`src/design/cspmg_pkg.sv`:
```
// Shared types and constants for the column suffix max pool with gradient core.
`default_nettype none

package cspmg_pkg;

    localparam int MAX_COLUMNS = 1024;
    localparam int MAX_ROWS    = 1024;
    localparam int DATA_BITS   = 32;

    localparam int COL_BITS  = 10;
    localparam int ROW_BITS  = 10;
    localparam int VAL_BITS  = 32;
    localparam int ACC_BITS  = 42;
    localparam int COL_AW    = (MAX_COLUMNS > 1) ? $clog2(MAX_COLUMNS) : 1;

    localparam int IN_FIELD_BITS  = COL_BITS + ROW_BITS + 2 * VAL_BITS;
    localparam int IN_DATA_BITS   = ((IN_FIELD_BITS + 7) / 8) * 8;
    localparam int OUT_FIELD_BITS = VAL_BITS + ROW_BITS + ACC_BITS;
    localparam int OUT_DATA_BITS  = ((OUT_FIELD_BITS + 7) / 8) * 8;

    // one accepted input beat
    typedef struct packed {
        logic [COL_BITS-1:0] column;
        logic [ROW_BITS-1:0] row;
        logic [VAL_BITS-1:0] value;
        logic [VAL_BITS-1:0] grad_in;
        logic                first_of_column;
        logic                last_of_column;
    } item_t;

    // per-column state word
    typedef struct packed {
        logic [VAL_BITS-1:0] max;
        logic [ROW_BITS-1:0] max_row;
        logic [ACC_BITS-1:0] acc;
    } entry_t;

    // results of one item: A always, B only when the max moves on the top row
    typedef struct packed {
        logic [VAL_BITS-1:0] pooled;
        logic                a_gv;
        logic [ROW_BITS-1:0] a_row;
        logic [ACC_BITS-1:0] a_sum;
        logic                a_last;
        logic                b_valid;
        logic [ROW_BITS-1:0] b_row;
        logic [ACC_BITS-1:0] b_sum;
    } result_t;

    // keep the low DATA_BITS bits, sign-extended back to full width
    function automatic logic signed [VAL_BITS-1:0] sext_data(input logic [VAL_BITS-1:0] x);
        logic signed [DATA_BITS-1:0] t;
        t = $signed(x[DATA_BITS-1:0]);
        return VAL_BITS'(t);
    endfunction

endpackage

`default_nettype wire

```
`src/design/cspmg_update.sv`:
```
// Per-column update: compare, saturating accumulate and result formation.
`default_nettype none

module cspmg_update (
    input  wire cspmg_pkg::item_t  item,
    input  wire cspmg_pkg::entry_t cur,
    output cspmg_pkg::entry_t  new_entry,
    output logic               wr_en,
    output cspmg_pkg::result_t res
);
    import cspmg_pkg::*;

    logic signed [VAL_BITS-1:0] v;
    logic signed [VAL_BITS-1:0] g;
    logic signed [ACC_BITS-1:0] g_ext;
    logic signed [ACC_BITS:0]   sum_wide;
    logic [ACC_BITS-1:0]        sum_sat;
    logic                       in_range;
    logic                       lastc;

    assign v        = sext_data(item.value);
    assign g        = sext_data(item.grad_in);
    assign g_ext    = ACC_BITS'(g);
    assign sum_wide = (ACC_BITS+1)'($signed(cur.acc)) + (ACC_BITS+1)'(g);
    assign in_range = 32'(item.column) < MAX_COLUMNS;
    assign lastc    = item.last_of_column;

    // clamp when the two top bits disagree
    always_comb
    begin
        if (sum_wide[ACC_BITS] != sum_wide[ACC_BITS-1])
        begin
            sum_sat = sum_wide[ACC_BITS] ? {1'b1, {(ACC_BITS-1){1'b0}}}
                                         : {1'b0, {(ACC_BITS-1){1'b1}}};
        end
        else
        begin
            sum_sat = sum_wide[ACC_BITS-1:0];
        end
    end

    always_comb
    begin
        res       = '0;
        new_entry = cur;
        wr_en     = in_range;
        res.pooled = cur.max;
        priority if (!in_range)
        begin
            res.pooled = v;
            res.a_last = 1'b1;
        end
        else if (item.first_of_column)
        begin
            new_entry = '{max: v, max_row: item.row, acc: g_ext};
            res.pooled = v;
            res.a_gv   = lastc;
            res.a_row  = lastc ? item.row : '0;
            res.a_sum  = lastc ? g_ext : '0;
            res.a_last = 1'b1;
        end
        else if (v > $signed(cur.max))
        begin
            // max moves up: the old row's sum is finished
            new_entry  = '{max: v, max_row: item.row, acc: g_ext};
            res.pooled = v;
            res.a_gv   = 1'b1;
            res.a_row  = cur.max_row;
            res.a_sum  = cur.acc;
            res.a_last = !lastc;
            res.b_valid = lastc;
            res.b_row  = lastc ? item.row : '0;
            res.b_sum  = lastc ? g_ext : '0;
        end
        else
        begin
            new_entry.acc = sum_sat;
            res.a_gv   = lastc;
            res.a_row  = lastc ? cur.max_row : '0;
            res.a_sum  = lastc ? sum_sat : '0;
            res.a_last = 1'b1;
        end
    end

endmodule

`default_nettype wire

```
`config.mk`:
```
export PLATFORM = sky130hd
export DESIGN_NAME = cspmg_update
export DESIGN_NICKNAME = d
export VERILOG_FILES = /design/src/design/cspmg_pkg.sv /design/src/design/cspmg_update.sv
export SDC_FILE = /design/constraint.sdc
export NUM_CORES = 1
export LEC_CHECK = 0
export BUFFER_PORTS_ARGS = -buffer_cell sky130_fd_sc_hd__buf_4
export CAP_MARGIN = 10
export CORE_AREA = 8 8 146 148
export DETAILED_ROUTE_END_ITERATION = 10
export DIE_AREA = 0 0 154 156
export PLACE_DENSITY = 0.66
export SKIP_LAST_GASP = 1
export SLEW_MARGIN = 20
export SYNTH_ARGS = -nofsm -noshare
export SYNTH_HDL_FRONTEND = slang
export SYNTH_SLANG_ARGS = --single-unit
```
`constraint.sdc`:
```
create_clock -name vclk -period 3.5
set_input_delay 0.175 -clock vclk [all_inputs]
set_output_delay 0.175 -clock vclk [all_outputs]
set_load 0.02 [all_outputs]
```
==> results.cfg <==
[global_routing]
antenna_found_initial = 0
gr-total-overflow = 0
grt_max_degree = 64
grt_pass1_vias = 9167
grt_usage_pct = 24.6
grt_first_pass_wirelength_um = 48600

[finish]
fin_area_um2 = 11000
layout-drive-gt1-share_pct = 53.7
nNetsFinal = 1598
diodes = 0
seq_area_um2 = 0
seq_cells = 0
nFillCells = 1817
area_delta_synth_final_pct = 80.9
clkbuf_count = 0

[critical_path]
crit_fanout = 16
worstSetupPathType = in -> out
end_kind = primary output
setup.worst_path.start_class = input port
critPathRequiredTime_ns = 3.32
worstSetupStartpoint = item[3]
arrival_ns = 3.71

[sta]
min_period_ns = 3.88
setup_viol = 83
tightest_slew_ns = 0.800
max_freq_mhz = 258
rsz0062_at_grt = true
timing.final.crit_share_pct = 111
drv_slew = 0
relSlewSlack_pct = 46.7
timing.final.ws_setup_ns = -0.381
final-hold-violation-count = 0

[floorplan]
ios = 394
core_um2 = 19100
die_area_um2 = 24000
die_w_um = 154
initial_core_util_pct = 31.8
dieHeight_um = 156
rows = 51

[clock_tree]
ctsHoldBuffers = 0

[route]
wl_per_cell_um = 20.1
drt_wl_total_um = 31900
viasPerCell = 5.50
first_iter_violations = 426
detail_route.first_pass.iterations = 5
postRouteAntennaNets = 0
via_count = 8727
route.detailed.drc = 0

[logic_synthesis]
synthesis.nets = 1136
synth_top_area_share_pct = 15.7
synth_common_cells = nand2_1 (92), o21ai_0 (78), ha_1 (76)
netlist_area_um2 = 6060
synthCells = 889
ys_types = 69
syn_avg_cell_area_um2 = 6.82
yosys_warnings = 0
synthMostInstantiatedCell = nand2_1
synthTopCellsByArea = ha_1 (16%), o21ai_0 (6.4%), mux2_2 (6.3%)
synth_area_leader_cell = ha_1
seq_area_frac_synth_pct = 0

[run_status]
status = complete, but fails checks
violations = setup timing

[pwr]
p_leak_nw = 5.73
ir_drop_mv = 0.176
p_per_area_nw_per_um2 = 310
p_total_mw = 3.40

[run]
cap_violations = 0

[min_path]
min_to = res[103]
min_path_type = in -> out
whs_path_depth = 3
timing.hold.worst.start = cur[49]

[placement]
gp_congestion = 0.940
dpl_cell_area_um2 = 10300
port-buffer-count = 383
dp_hpwl_um = 26900
-- worst max path at each step --
stage	slack [ns]	endpoint	cells past startpoint
floorplan	-0.008	new_entry[37]	18
global placement	-0.53	new_entry[28]	17
detailed placement	-0.59	new_entry[28]	17
CTS	-0.31	res[64]	19
global route	-0.52	res[67]	19
finish	-0.38	res[64]	18
-- cell usage in the layout (no fill, tap or decap), types with 6 or more instances in the layout --
cell      synthesis  routed
buf_4            43     501
nand2_1          92      90
ha_1             76      64
o21ai_0          78      52
buf_6             2      50
inv_1            49      48
and3_1           48      48
a21oi_1          66      41
a21o_1           34      34
nor2_1           33      30
mux2_2           34      30
o21ai_2          13      25
a21oi_2           0      21
xor2_1           19      19
a22o_1           17      17
xnor2_1          20      17
o21a_1           16      16
nand4_1          15      15
nand3_1          15      12
a221o_1          11      11
a221oi_2          8      11
o21ai_1           3      10
ha_4              0      10
o211ai_1          9       9
nor3_1            9       9
nor2b_1          10       8
a22oi_1          10       8
buf_12            0       8
o21ai_4           0       7
a31oi_1           7       6
-- cells by family (layout without fill, tap and decap cells) --
kind of cell	after synthesis	count (layout)	synth area share, %
compound gates	338	338	39.1
other cells	1	1	0.0618
xor+xnor	39	39	5.63
simple gates	247	247	20.3
fa+ha+maj	77	77	16.0
buf+inv	153	613	12.5
mux	34	34	6.31
-- power by group --
group | internal, mW | switching, mW
sequential | 0 | 0
combinational | 1.58 | 1.82
clock | 0 | 0
-- layer usage --
layer  track usage (%)  up-vias  routed length [µm]
met2              47.2      330               16700
met4              7.19        0                 949
met3              5.07       60                2090
met1              26.5     4146               12200
li1                  -     4191                   -
met5                 0        -                   0
-- stage by stage --
step	std cells	worst slack (ns)	hold WS (ns)	setup TNS (ns)	utilization, %
floorplan	889	-0.00827	0.469	-0.0167	-
global placement	1570	-0.526	0.678	-33.27	53.8
detailed placement	1570	-0.587	0.680	-38.46	53.8
CTS	1579	-0.313	0.681	-15.98	55.8
global route	1587	-0.523	0.696	-32.80	57.5
finish	1587	-0.381	0.679	-21.70	57.5
-- final cells by class --
| type | count | area (µm²) | area share [%] |
|---|---|---|---|
| multi-input combinational | 736 | 5920 | 54.0 |
| timing repair buffer | 563 | 4540 | 41.4 |
| tap | 238 | 298 | 2.71 |
| inverter | 49 | 196 | 1.79 |
| timing repair inverter | 1 | 8.76 | 0.0798 |
-- repair_timing --
action / 4_1_cts / 5_1_grt
setup endpoints to repair: 84 / 84
pin swaps: 21 / 16
buffers inserted: 9 / 8
cloned: 0 / 1
resized for setup: 79 / 67
hold endpoints to repair: 0 / 0
-- worst max-delay path, cell delays in order --
cell and delay [ns]:
buf_4 0.12, ha_4 0.22, a211oi_4 0.26, o211a_1 0.22, o211ai_1 0.15, o211ai_2 0.25
o211ai_1 0.13, a21o_1 0.21, a221o_1 0.34, a21oi_2 0.21, xnor2_2 0.11, ha_4 0.31
buf_8 0.19, buf_4 0.19, o21ai_4 0.07, a221oi_2 0.27, a21oi_2 0.05, buf_4 0.19
(Power assumes the default switching activity.)
